===== config.mk =====
export PLATFORM = sky130hd
export DESIGN_NAME = iir_notch_biquad_filter
export DESIGN_NICKNAME = d
export VERILOG_FILES = /design/src/hdl/iirnb_pkg.sv /design/src/hdl/iir_notch_biquad_filter.sv
export SDC_FILE = /design/constraint.sdc
export NUM_CORES = 2
export LEC_CHECK = 0
export BUFFER_PORTS_ARGS = -buffer_cell sky130_fd_sc_hd__buf_2
export CAP_MARGIN = 20
export CORE_ASPECT_RATIO = 0.6
export CORE_MARGIN = 3
export CORE_UTILIZATION = 30
export CTS_CLUSTER_DIAMETER = 60
export CTS_CLUSTER_SIZE = 28
export DETAILED_ROUTE_END_ITERATION = 10
export GPL_TIMING_DRIVEN = 0
export PLACE_DENSITY_LB_ADDON = 0.08
export SYNTH_ARGS = -nofsm -noshare
export SYNTH_HDL_FRONTEND = slang
export SYNTH_SLANG_ARGS = --single-unit

===== constraint.sdc =====
create_clock -name clk -period 7.4 [get_ports clk]
set_input_delay 2.22 -clock clk [delete_from_list [all_inputs] [get_ports clk]]
set_output_delay 2.22 -clock clk [all_outputs]
set_load 0.005 [all_outputs]

===== src/hdl/iirnb_pkg.sv =====
// Package for the notch biquad: fixed-point widths, microcode control word and program.
`default_nettype none

package iirnb_pkg;

  // Block geometry and fixed-point format.
  localparam int BLOCK_LEN      = 256;
  localparam int COEF_FRAC_BITS = 16;
  localparam int COEF_BITS      = 18;
  localparam int ADC_BITS       = 12;
  localparam int OUT_BITS       = 16;
  localparam int NUM_REGS       = 5;
  localparam int REG_IDX_BITS   = 3;
  localparam int STATE_BITS     = 20 + COEF_FRAC_BITS;

  // The state word is multiplied in two halves: low half unsigned, high half signed.
  localparam int LO_BITS   = (STATE_BITS + 1) / 2;
  localparam int HI_BITS   = STATE_BITS - LO_BITS;
  localparam int OP_BITS   = LO_BITS + 1;
  localparam int PROD_BITS = COEF_BITS + OP_BITS;

  // Output accumulator holds three full products and reaches above the 16-bit result.
  localparam int ACC_SUM_BITS = COEF_BITS + STATE_BITS + 2;
  localparam int ACC_OUT_BITS = 2 * COEF_FRAC_BITS + OUT_BITS + 2;
  localparam int ACC_BITS     = (ACC_SUM_BITS > ACC_OUT_BITS) ? ACC_SUM_BITS : ACC_OUT_BITS;

  // Feedback sum: input term minus two shifted feedback products, at least one bit above the state.
  localparam int WACC_MIN  = COEF_BITS + 22;
  localparam int WACC_BITS = (STATE_BITS + 1 > WACC_MIN) ? STATE_BITS + 1 : WACC_MIN;

  localparam int CNT_BITS  = $clog2(BLOCK_LEN);
  localparam int STEP_BITS = 4;

  typedef logic signed [COEF_BITS-1:0]  coef_t;
  typedef logic signed [STATE_BITS-1:0] state_t;
  typedef logic signed [OP_BITS-1:0]    opnd_t;
  typedef logic signed [PROD_BITS-1:0]  prod_t;
  typedef logic signed [ACC_BITS-1:0]   acc_t;
  typedef logic signed [WACC_BITS-1:0]  wacc_t;
  typedef logic [CNT_BITS-1:0]          cnt_t;
  typedef logic [STEP_BITS-1:0]         step_t;

  localparam cnt_t LAST_CNT = CNT_BITS'(BLOCK_LEN - 1);

  // Register indexes of the configuration port.
  typedef enum logic [REG_IDX_BITS-1:0] {
    REG_B0 = 3'd0,
    REG_B1 = 3'd1,
    REG_B2 = 3'd2,
    REG_A1 = 3'd3,
    REG_A2 = 3'd4
  } reg_idx_t;

  localparam coef_t COEF_RESET [NUM_REGS] = '{
    18'sd59139, -18'sd36550, 18'sd59139, -18'sd36550, 18'sd52743
  };

  typedef enum logic [1:0] {
    SRC_W1 = 2'd0,
    SRC_W2 = 2'd1,
    SRC_W  = 2'd2
  } src_sel_t;

  typedef enum logic {
    HALF_LO = 1'b0,
    HALF_HI = 1'b1
  } half_t;

  typedef enum logic [1:0] {
    ACC_HOLD = 2'd0,
    ACC_LOAD = 2'd1,
    ACC_ADD  = 2'd2
  } acc_op_t;

  typedef enum logic [1:0] {
    W_HOLD = 2'd0,
    W_INIT = 2'd1,
    W_SUB  = 2'd2,
    W_SAT  = 2'd3
  } w_op_t;

  typedef enum logic [1:0] {
    CND_ALWAYS = 2'd0,
    CND_IN     = 2'd1,
    CND_OUT    = 2'd2
  } cond_t;

  typedef struct packed {
    reg_idx_t coef;
    src_sel_t src;
    half_t    half;
    acc_op_t  acc;
    w_op_t    wop;
    cond_t    cond;
    logic     fin;
    step_t    target;
  } ctrl_t;

  localparam step_t STEP_WAIT = 4'd0;
  localparam step_t STEP_DONE = 4'd11;

  function automatic ctrl_t word(input reg_idx_t coef, input src_sel_t src, input half_t half,
                                 input acc_op_t acc, input w_op_t wop, input cond_t cond,
                                 input logic fin, input step_t target);
    ctrl_t c;
    c.coef   = coef;
    c.src    = src;
    c.half   = half;
    c.acc    = acc;
    c.wop    = wop;
    c.cond   = cond;
    c.fin    = fin;
    c.target = target;
    return c;
  endfunction

  // Each step issues one half-product; steps 1 to 10 load or add the one issued in the step before.
  function automatic ctrl_t ucode(input step_t s);
    step_t nx;
    nx = step_t'(s + 1'b1);
    unique case (s)
      4'd0:  return word(REG_A1, SRC_W1, HALF_LO, ACC_HOLD, W_INIT, CND_IN,     1'b0, nx);
      4'd1:  return word(REG_A1, SRC_W1, HALF_HI, ACC_LOAD, W_HOLD, CND_ALWAYS, 1'b0, nx);
      4'd2:  return word(REG_A2, SRC_W2, HALF_LO, ACC_ADD,  W_HOLD, CND_ALWAYS, 1'b0, nx);
      4'd3:  return word(REG_A2, SRC_W2, HALF_HI, ACC_LOAD, W_SUB,  CND_ALWAYS, 1'b0, nx);
      4'd4:  return word(REG_B1, SRC_W1, HALF_LO, ACC_ADD,  W_HOLD, CND_ALWAYS, 1'b0, nx);
      4'd5:  return word(REG_B1, SRC_W1, HALF_HI, ACC_LOAD, W_SUB,  CND_ALWAYS, 1'b0, nx);
      4'd6:  return word(REG_B2, SRC_W2, HALF_LO, ACC_ADD,  W_SAT,  CND_ALWAYS, 1'b0, nx);
      4'd7:  return word(REG_B2, SRC_W2, HALF_HI, ACC_ADD,  W_HOLD, CND_ALWAYS, 1'b0, nx);
      4'd8:  return word(REG_B0, SRC_W,  HALF_LO, ACC_ADD,  W_HOLD, CND_ALWAYS, 1'b0, nx);
      4'd9:  return word(REG_B0, SRC_W,  HALF_HI, ACC_ADD,  W_HOLD, CND_ALWAYS, 1'b0, nx);
      4'd10: return word(REG_B0, SRC_W,  HALF_HI, ACC_ADD,  W_HOLD, CND_ALWAYS, 1'b0, nx);
      STEP_DONE: return word(REG_B0, SRC_W, HALF_HI, ACC_HOLD, W_HOLD, CND_OUT, 1'b1,
                             STEP_WAIT);
      default: return word(REG_B0, SRC_W, HALF_HI, ACC_HOLD, W_HOLD, CND_ALWAYS, 1'b0,
                           STEP_WAIT);
    endcase
  endfunction

endpackage

`default_nettype wire


===== src/hdl/iir_notch_biquad_filter.sv =====
// Direct-form-II notch biquad run by a microcoded sequencer around one shared multiplier.
// An input beat is accepted only in the wait step; its result is registered on the output register
// when the last step fires. One sample is taken per pass of the twelve-step microprogram, which
// pushes ten 18x19 half-products through the single multiplier and accumulator.
// A waiting result does not block the next input beat; only a second finished result waits.
// Reset (rst_n low, synchronous) loads default coefficients, clears delay line and counter.
`default_nettype none

module iir_notch_biquad_filter (
  input  wire logic                                   clk,
  input  wire logic                                   rst_n,
  input  wire logic                                   in_valid,
  output logic                                        in_stall,
  input  wire logic [iirnb_pkg::ADC_BITS-1:0]         in_adc_sample,
  output logic                                        out_valid,
  input  wire logic                                   out_stall,
  output logic [iirnb_pkg::OUT_BITS-1:0]              out_filtered_sample,
  output logic                                        out_block_end,
  input  wire logic                                   cfg_valid,
  output logic                                        cfg_ready,
  input  wire logic [iirnb_pkg::REG_IDX_BITS-1:0]     cfg_index,
  input  wire logic [iirnb_pkg::COEF_BITS-1:0]        cfg_data
);

  iirnb_pkg::ctrl_t  ctrl;
  logic              cond_met;
  logic              fin_fire;
  logic              cnt_last;
  iirnb_pkg::step_t  step_r, step_nxt;
  iirnb_pkg::coef_t  coef_r [iirnb_pkg::NUM_REGS];
  iirnb_pkg::coef_t  mul_coef;
  iirnb_pkg::state_t mul_src;
  iirnb_pkg::opnd_t  mul_opnd;
  iirnb_pkg::prod_t  prod_r, prod_nxt;
  logic              prod_hi_r;
  iirnb_pkg::acc_t   prod_ext, acc_term, acc_shr;
  iirnb_pkg::acc_t   acc_r, acc_nxt;
  iirnb_pkg::wacc_t  wacc_r, wacc_nxt;
  iirnb_pkg::state_t w_r, w_nxt;
  iirnb_pkg::state_t w1_r, w1_nxt, w2_r, w2_nxt;
  iirnb_pkg::cnt_t   cnt_r, cnt_nxt;
  logic              out_valid_r, out_valid_nxt;
  logic [iirnb_pkg::OUT_BITS-1:0] res_val, out_sample_r;
  logic              out_end_r;

  assign ctrl      = iirnb_pkg::ucode(step_r);
  assign cfg_ready = 1'b1;
  assign in_stall  = (ctrl.cond != iirnb_pkg::CND_IN);

  always_comb begin
    unique case (ctrl.cond)
      iirnb_pkg::CND_ALWAYS: cond_met = 1'b1;
      iirnb_pkg::CND_IN:     cond_met = in_valid;
      iirnb_pkg::CND_OUT:    cond_met = !out_valid_r || !out_stall;
      default:               cond_met = 1'b0;
    endcase
  end

  assign fin_fire = ctrl.fin && cond_met;
  assign step_nxt = cond_met ? ctrl.target : step_r;

  // Operand selection for the shared multiplier.
  always_comb begin
    unique case (ctrl.coef)
      iirnb_pkg::REG_B0: mul_coef = coef_r[0];
      iirnb_pkg::REG_B1: mul_coef = coef_r[1];
      iirnb_pkg::REG_B2: mul_coef = coef_r[2];
      iirnb_pkg::REG_A1: mul_coef = coef_r[3];
      iirnb_pkg::REG_A2: mul_coef = coef_r[4];
      default:           mul_coef = coef_r[0];
    endcase
    unique case (ctrl.src)
      iirnb_pkg::SRC_W1: mul_src = w1_r;
      iirnb_pkg::SRC_W2: mul_src = w2_r;
      iirnb_pkg::SRC_W:  mul_src = w_r;
      default:           mul_src = w_r;
    endcase
    if (ctrl.half == iirnb_pkg::HALF_LO) begin
      mul_opnd = {1'b0, mul_src[iirnb_pkg::LO_BITS-1:0]};
    end else begin
      mul_opnd = {{(iirnb_pkg::OP_BITS - iirnb_pkg::HI_BITS){mul_src[iirnb_pkg::STATE_BITS-1]}},
                  mul_src[iirnb_pkg::STATE_BITS-1:iirnb_pkg::LO_BITS]};
    end
  end

  assign prod_nxt = mul_coef * mul_opnd;

  // High half-products carry the weight of the low half of the state word.
  always_comb begin
    prod_ext = {{(iirnb_pkg::ACC_BITS - iirnb_pkg::PROD_BITS){prod_r[iirnb_pkg::PROD_BITS-1]}},
                prod_r};
    acc_term = prod_hi_r ? (prod_ext <<< iirnb_pkg::LO_BITS) : prod_ext;
    unique case (ctrl.acc)
      iirnb_pkg::ACC_HOLD: acc_nxt = acc_r;
      iirnb_pkg::ACC_LOAD: acc_nxt = acc_term;
      iirnb_pkg::ACC_ADD:  acc_nxt = acc_r + acc_term;
      default:             acc_nxt = acc_r;
    endcase
  end

  // Feedback path: each product is floored by the fraction width before it is subtracted.
  assign acc_shr = acc_r >>> iirnb_pkg::COEF_FRAC_BITS;

  always_comb begin
    wacc_nxt = wacc_r;
    w_nxt    = w_r;
    unique case (ctrl.wop)
      iirnb_pkg::W_HOLD: begin
      end
      iirnb_pkg::W_INIT: begin
        wacc_nxt = {{(iirnb_pkg::WACC_BITS - iirnb_pkg::ADC_BITS - iirnb_pkg::COEF_FRAC_BITS)
                     {1'b0}}, in_adc_sample, {iirnb_pkg::COEF_FRAC_BITS{1'b0}}};
      end
      iirnb_pkg::W_SUB: begin
        wacc_nxt = wacc_r - acc_shr[iirnb_pkg::WACC_BITS-1:0];
      end
      iirnb_pkg::W_SAT: begin
        if (&wacc_r[iirnb_pkg::WACC_BITS-1:iirnb_pkg::STATE_BITS-1] ||
            ~|wacc_r[iirnb_pkg::WACC_BITS-1:iirnb_pkg::STATE_BITS-1]) begin
          w_nxt = wacc_r[iirnb_pkg::STATE_BITS-1:0];
        end else if (wacc_r[iirnb_pkg::WACC_BITS-1]) begin
          w_nxt = {1'b1, {(iirnb_pkg::STATE_BITS-1){1'b0}}};
        end else begin
          w_nxt = {1'b0, {(iirnb_pkg::STATE_BITS-1){1'b1}}};
        end
      end
      default: begin
      end
    endcase
  end

  // Integer part of the Q.2F output sum, clamped to the unsigned 16-bit range.
  always_comb begin
    priority if (acc_r[iirnb_pkg::ACC_BITS-1]) begin
      res_val = '0;
    end else if (|acc_r[iirnb_pkg::ACC_BITS-2:
                        2*iirnb_pkg::COEF_FRAC_BITS+iirnb_pkg::OUT_BITS]) begin
      res_val = '1;
    end else begin
      res_val = acc_r[2*iirnb_pkg::COEF_FRAC_BITS+iirnb_pkg::OUT_BITS-1:
                      2*iirnb_pkg::COEF_FRAC_BITS];
    end
  end

  assign cnt_last = (cnt_r == iirnb_pkg::LAST_CNT);

  always_comb begin
    w1_nxt  = w1_r;
    w2_nxt  = w2_r;
    cnt_nxt = cnt_r;
    if (fin_fire) begin
      if (cnt_last) begin
        w1_nxt  = '0;
        w2_nxt  = '0;
        cnt_nxt = '0;
      end else begin
        w1_nxt  = w_r;
        w2_nxt  = w1_r;
        cnt_nxt = cnt_r + 1'b1;
      end
    end
  end

  always_comb begin
    out_valid_nxt = out_valid_r;
    if (fin_fire) begin
      out_valid_nxt = 1'b1;
    end else if (!out_stall) begin
      out_valid_nxt = 1'b0;
    end
  end

  always_ff @(posedge clk) begin
    if (!rst_n) begin
      step_r      <= iirnb_pkg::STEP_WAIT;
      w1_r        <= '0;
      w2_r        <= '0;
      cnt_r       <= '0;
      out_valid_r <= 1'b0;
      for (int i = 0; i < iirnb_pkg::NUM_REGS; i++) begin
        coef_r[i] <= iirnb_pkg::COEF_RESET[i];
      end
    end else begin
      step_r      <= step_nxt;
      w1_r        <= w1_nxt;
      w2_r        <= w2_nxt;
      cnt_r       <= cnt_nxt;
      out_valid_r <= out_valid_nxt;
      if (cfg_valid && (cfg_index < iirnb_pkg::REG_IDX_BITS'(iirnb_pkg::NUM_REGS))) begin
        coef_r[cfg_index] <= cfg_data;
      end
    end
  end

  // Datapath registers; the microprogram sets every one before it is read.
  always_ff @(posedge clk) begin
    prod_r    <= prod_nxt;
    prod_hi_r <= (ctrl.half == iirnb_pkg::HALF_HI);
    acc_r     <= acc_nxt;
    wacc_r    <= wacc_nxt;
    w_r       <= w_nxt;
    if (fin_fire) begin
      out_sample_r <= res_val;
      out_end_r    <= cnt_last;
    end
  end

  assign out_valid           = out_valid_r;
  assign out_filtered_sample = out_sample_r;
  assign out_block_end       = out_end_r;

endmodule

`default_nettype wire

## Word-level counts from Yosys, hierarchy flattened

Memory sizes are Yosys's and may differ from the RTL's.
Cells that the tools add are included.
Widths: inputs -> output; s select.

- Reductions and logical operators: 17
- Muxes and demuxes: 23
- Magnitude comparators: 1
- $add $sub $neg: 4
- Multipliers: 1
- Eq/ne operators: 26

Operator list:

| kind | count |
|---|---|
| $pmux 17 s11 | 1 |
| $mux 36 | 4 |
| $pmux 56 s2 | 1 |
| $pmux 40 s2 | 1 |
| $pmux 18 s4 | 1 |
| $pmux 36 s2 | 1 |
| $add 56x55->56 | 1 |
| $mux 54 | 1 |
| $sub 40x40->40 | 1 |
| $mul 18x19->37 | 1 |
| $mux 19 | 1 |
| $mux 18 | 1 |
| $reduce_or 18->1 | 1 |
| $eq 4x3->1 const B | 4 |
| $eq 4x4->1 const B | 4 |
| $mux 16 | 1 |
| $add 8x1->8 const B | 1 |
| $eq 2x1->1 const B | 4 |
| $eq 2x2->1 const B | 4 |
| $eq 4x2->1 const B | 2 |
| $eq 8x8->1 const B | 1 |
| $mux 8 | 1 |
| $mux 1 | 7 |
| $reduce_or 7->1 | 1 |
| 18 further kinds | 26 |

- Flip-flop bits (word level): 272
- Input port bits: 38
- Logic and storage cells: 85
- Memories kept: 1
- Memory bits (writable): 90

Memories:

| memory | words | bits a word | rd ports | clocked after memory_dff | wr ports | RTL line | source |
|---|---|---|---|---|---|---|---|
| coef_r | 5 | 18 | 5 | 0 | 5 | iir_notch_biquad_filter.sv:30 | `iirnb_pkg::coef_t coef_r [iirnb_pkg::NUM_REGS];` |

## Logic depth before layout (Yosys ltp)

- Depth after elaboration: 7
- Depth in mapped cells: 36
- Depth with buffers taken out: 33

## Worst setup path after synthesis

OpenSTA, ideal clock, no wires.

- Path type: reg-to-reg
- From: register step_r[0]
- To: register prod_r[36]
- Cell stages (with the launch flop): 33
- Arrival: 7.716 ns
- Clock period less this slack: 7.788 ns
- Path buffers: 3
- Setup slack: -0.388 ns
- Library setup time: 0.072 ns
- Path through: dfxtp_1 -> inv_1 -> ha_1 -> nor2_1 -> nor3_1 -> nor2_1 -> clkbuf_1 -> clkbuf_1 -> o21a_1 -> clkbuf_1 -> nand2_1 -> fa_1 -> fa_1 -> inv_1 -> ha_1 -> inv_1 -> fa_1 -> inv_1 -> fa_1 -> inv_1 -> fa_1 -> inv_1 -> ha_1 -> a21oi_1 -> o21bai_1 -> a21o_1 -> a211oi_1 -> o21ai_0 -> a211oi_1 -> o21ai_0 -> a21o_1 -> a21oi_1 -> xnor2_1

- Word-level cells in the longest chain between the ends: 7
- Elaborated cells between the ends (all ways): 24
- Classes of those cells: mul (1); eq/ne (16); mux (4); reduce/logical (3)

Ends and longest elaborated chain:

| what | RTL line | source |
|---|---|---|
| start: declaration | iir_notch_biquad_filter.sv:29 | `iirnb_pkg::step_t step_r, step_nxt;` |
| start signal: assignment | iir_notch_biquad_filter.sv:175 | `step_r <= iirnb_pkg::STEP_WAIT;` |
| start signal: assignment | iir_notch_biquad_filter.sv:184 | `step_r <= step_nxt;` |
| $eq 4x4->1 | iirnb_pkg.sv:121 | `unique case (s)` |
| $reduce_or 2->1 (no source line) | - |  |
| $pmux 17 s11 * | iirnb_pkg.sv:121 |  |
| $eq 2x1->1 or $logic_not 2->1 (tied branches) | iir_notch_biquad_filter.sv:72 | `unique case (ctrl.src)` |
| $pmux 36 s2 | iir_notch_biquad_filter.sv:72 |  |
| $mux 19 | iir_notch_biquad_filter.sv:78 | `if (ctrl.half == iirnb_pkg::HALF_LO) begin` |
| $mul 18x19->37 * | iir_notch_biquad_filter.sv:86 | `assign prod_nxt = mul_coef * mul_opnd;` |
| named net prod_nxt[36] | iir_notch_biquad_filter.sv:34 | `iirnb_pkg::prod_t prod_r, prod_nxt;` |
| end signal: assignment | iir_notch_biquad_filter.sv:197 | `prod_r <= prod_nxt;` |
| end: declaration | iir_notch_biquad_filter.sv:34 |  |

The timed path passes the listed nets; every way through them passes the cells marked *.
A chain may end at the register's enable or synchronous reset.

## Worst setup path in the final report

- From: register step_r[0]
- To: register prod_r[35]

Same word-level chain as after synthesis.

==> run summary <==
## Die
- 261 um — die height
- 0.106 sq mm — Placeable Area
- 92 — # rows
- 0.306 — effective utilization at floorplan
- 58 — number of top-level design ports
- 431 um — Die X-Extent
- 0.113 sq mm — Die Area

## Critical path
- reg -> reg — Worst Path Class, Setup
- -370 ps — worst setup slack for register-to-register paths
- prod_r[35] — end of the critical path
- sky130_fd_sc_hd__o22ai_2 — Critical-path top delay cell
- step_r[0] — launch instance of the worst register-to-register path
- 600 ps — Crit path largest cell delay
- 8270 ps — signal arrival time at the worst endpoint
- register — sort of element at the start of the critical path
- prod_r[35] — worst reg2reg path endpoint
- register — crit path capture type
- 10 — Max Fanout on Critical Path
- step_r[0] — Critical path origin
- sky130_fd_sc_hd__fa_1 — dominant cell type by count on the critical path
- 7900 ps — Required @ worst endpoint
- 28 — worst reg-to-reg path cell count

## Timing
- 31.1 ps — worst clock skew
- -2820 ps — Final TNS setup
- 11 — final number of setup-violating endpoints
- -367 ps — Worst Setup Slack, final
- true — setup repair after global routing missed its margin
- 0.284 — remaining max-slew budget at the tightest pin
- 1.05 — final cycle utilization of the critical path
- 0 — number of hold violations in the final report
- 129 MHz — maximum clock frequency
- 1070 ps — actual slew at the worst max-slew pin
- 0 — final-report max-slew violation count
- 7770 ps — Min Clock Period, post-route

## Synthesis
- 4078 — Net Count, Synth
- adder cells — dominant combinational cell family by area after synthesis
- 0 — async set or reset register ratio after synthesis
- 0 — warnings from Yosys
- 0.289 — adder-cell area share of the yosys netlist
- 0.0331 — xor and xnor area share after synthesis
- sky130_fd_sc_hd__edfxtp_1 — Top FF cell, synth
- 0.0325 sq mm — post-synthesis instance area
- 3496 — gate count after technology mapping
- 362 — Synth Register Bits
- 0.296 — Seq/Total Area, Yosys
- 239 — number of enable flip-flop cells after synthesis
- 0.151 — simple-gate portion of the synthesized area
- 9.31 sq um — Avg Inst Size Synth
- 91 — count of different cell masters after synthesis
- 0.0150 — portion of netlist area occupied by mux cells
- sky130_fd_sc_hd__edfxtp_1 — biggest area consumer among synthesized cells
- 0.139 — share of the synthesized area in compound gates (AO/OA/AOI/OAI)
- sky130_fd_sc_hd__edfxtp_1 22%, sky130_fd_sc_hd__fa_1 21%, sky130_fd_sc_hd__ha_1 7.6% — top cells by area in the synthesized netlist
- 0.221 — area share of the leading cell type in the synthesized netlist

## Placed design
- 55 — Port Buf Inserts
- 0.0349 sq mm — instance area at placement
- 0.917 — gpl congestion
- 95900 um — HPWL after detailed placement

## Clock tree
- 362 — number of clock sinks seen by CTS
- 35 — number of buffers created by CTS
- done — CTS tree
- 2 — H-tree levels
- sky130_fd_sc_hd__clkbuf_16 — clock root buffer
- 80 ps — Worst-path clk slew
- 3 — number of buffers on the longest clock path
- 0 — total of hold buffers inserted after clock tree synthesis
- 610 ps — clk_lat worst skew

## Detailed routing
- 5.13 — via count normalized by instance count
- 23.5 um — routed length per instance
- 0 — number of design rule violations left after detail routing
- 6 — First-pass DRT Iterations
- 26500 — via count
- 2306 — initial DRC count
- 121000 um — Routed WL
- 0 — Antenna Nets Post-Route

## Layout
- 0.167 — share of layout cells above drive strength 1
- 4311 — Layout Nets
- 0.0391 sq mm — Final Instance Area
- 20.1% — area added between synthesis and finish

## Global route
- 2 — number of antenna violations at the first check in global routing
- 0.0506 — met3 track utilization from global routing
- 25500 — number of global-route vias before repair
- 0.262 — met2 demand-to-capacity share in global routing
- met1 — busiest grt layer
- 0.213 — all-layer global routing usage
- 178000 um — first-pass GRT wire length
- 57 — maximum number of pins on one net before global-route repair
- 0.363 — met1 capacity usage during global routing
- 0 — Congestion Overflow GR

## Status
- complete, but fails checks — status
- negative setup slack — violated checks

## Job
- 0 — number of maximum-capacitance constraint violations

## Hold path
- reg -> reg — type of the worst min-delay path

sequential cells by signal, summed over array words and instances, names as in the netlist, 8 cells and up:
name and count:
w_r 36, coef_r 90, prod_r 37, out_filtered_sample 16, wacc_r 40, w1_r 36, acc_r 56, w2_r 36
cnt_r 8
layout by cell type, fill, tap and decap left out, types with 21 or more instances in the layout:
master,count
sky130_fd_sc_hd__and2_1,53
sky130_fd_sc_hd__nor2_1,325
sky130_fd_sc_hd__mux2_2,39
sky130_fd_sc_hd__edfxtp_1,239
sky130_fd_sc_hd__nor2b_1,34
sky130_fd_sc_hd__inv_1,462
sky130_fd_sc_hd__o221ai_1,27
sky130_fd_sc_hd__a21oi_1,214
sky130_fd_sc_hd__nand2b_1,59
sky130_fd_sc_hd__o21ai_0,64
sky130_fd_sc_hd__nand2_1,352
sky130_fd_sc_hd__nor3_1,30
sky130_fd_sc_hd__buf_2,60
sky130_fd_sc_hd__buf_6,24
sky130_fd_sc_hd__xnor2_1,74
sky130_fd_sc_hd__inv_2,24
sky130_fd_sc_hd__nand3_1,115
sky130_fd_sc_hd__fa_1,328
sky130_fd_sc_hd__ha_1,172
sky130_fd_sc_hd__dfxtp_1,120
sky130_fd_sc_hd__buf_4,115
sky130_fd_sc_hd__or3_1,21
sky130_fd_sc_hd__a21o_1,102
sky130_fd_sc_hd__xor2_1,46
sky130_fd_sc_hd__clkbuf_16,39
sky130_fd_sc_hd__a31oi_1,29
sky130_fd_sc_hd__clkbuf_1,72
kinds of logic (layout without fill, tap and decap cells):
logic type,Yosys count,count (layout)
compound gates,684,684
fa+ha+maj,544,544
other cells,1,2
xor+xnor,123,123
simple gates,1088,1089
mux,44,44
buf+inv,650,909
flops,362,362
what timing repair did:
item / in CTS / in global routing
gates cloned: 2 / 0
pin swaps: 93 / 69
gates resized for setup: 304 / 120
buffers inserted: 105 / 31
endpoints found under the hold margin: 0 / 0
endpoints found under the setup margin: 31 / 21
how the worst min path moves through the flow:
stage                to  cells after the start      from
6_report       w2_r[28]                      2  w2_r[28]
3_5_place_dp   w2_r[10]                      2  w2_r[10]
3_3_place_gp   w2_r[23]                      2  w2_r[23]
5_1_grt         w2_r[8]                      2   w2_r[8]
4_1_cts        w2_r[10]                      2  w2_r[10]
2_1_floorplan   w2_r[0]                      2   w2_r[0]
cells in the mapped netlist (all sizes together), types with 34 or more instances:
master,count
edfxtp,239
nor3,36
a21o,108
and2,53
dfxtp,123
mux2,39
inv,492
nand3,118
a21oi,227
a31oi,35
clkbuf,127
o21ai,98
nor2,351
o221ai,34
fa,347
xor2,46
nand2b,61
xnor2,77
nand2,357
ha,197
nor2b,35
cell type report:
type / count / area [sq um]
flip-flops and latches: 362 / 9650
repair buffers: 204 / 1790
plain buffers: 147 / 967
clock inverters: 28 / 388
clock buffers: 36 / 901
well taps: 1410 / 1760
diodes: 1 / 2.50
inverters: 494 / 1870
fillers: 10900 / 67200
multi-input cells: 2485 / 21800
worst max-delay path, delay by kind of cell, from the launching register on:
| kind | cells | cell delay, ps |
|---|---|---|
| adders and majority gates | 8 | 3590 |
| buffers and inverters | 7 | 720 |
| DFF | 1 | 400 |
| and+or+nand+nor | 5 | 670 |
| AOI/OAI and AO/OA | 8 | 2270 |
per-layer routing:
metal / share of wire / up-vias
met4: 0.013 / 0
li1: - / 12200
met2: 0.36 / 802
met5: 0 / -
met1: 0.54 / 13500
met3: 0.090 / 95
stage by stage:
step / worst slack, ps / hold WS [ps] / util / std cells
global route: -652 / 474 / 0.368 / 5166
finish: -367 / 459 / 0.368 / 5167
floorplan: 44.2 / 432 / - / 3496
CTS: -393 / 457 / 0.361 / 5137
detailed placement: -2740 / 443 / 0.329 / 4974
global placement: -2800 / 438 / 0.327 / 4961
Power is left out: the tool's default activity adds up to more than one toggle a clock period on the data nets, which glitch-free logic cannot reach.
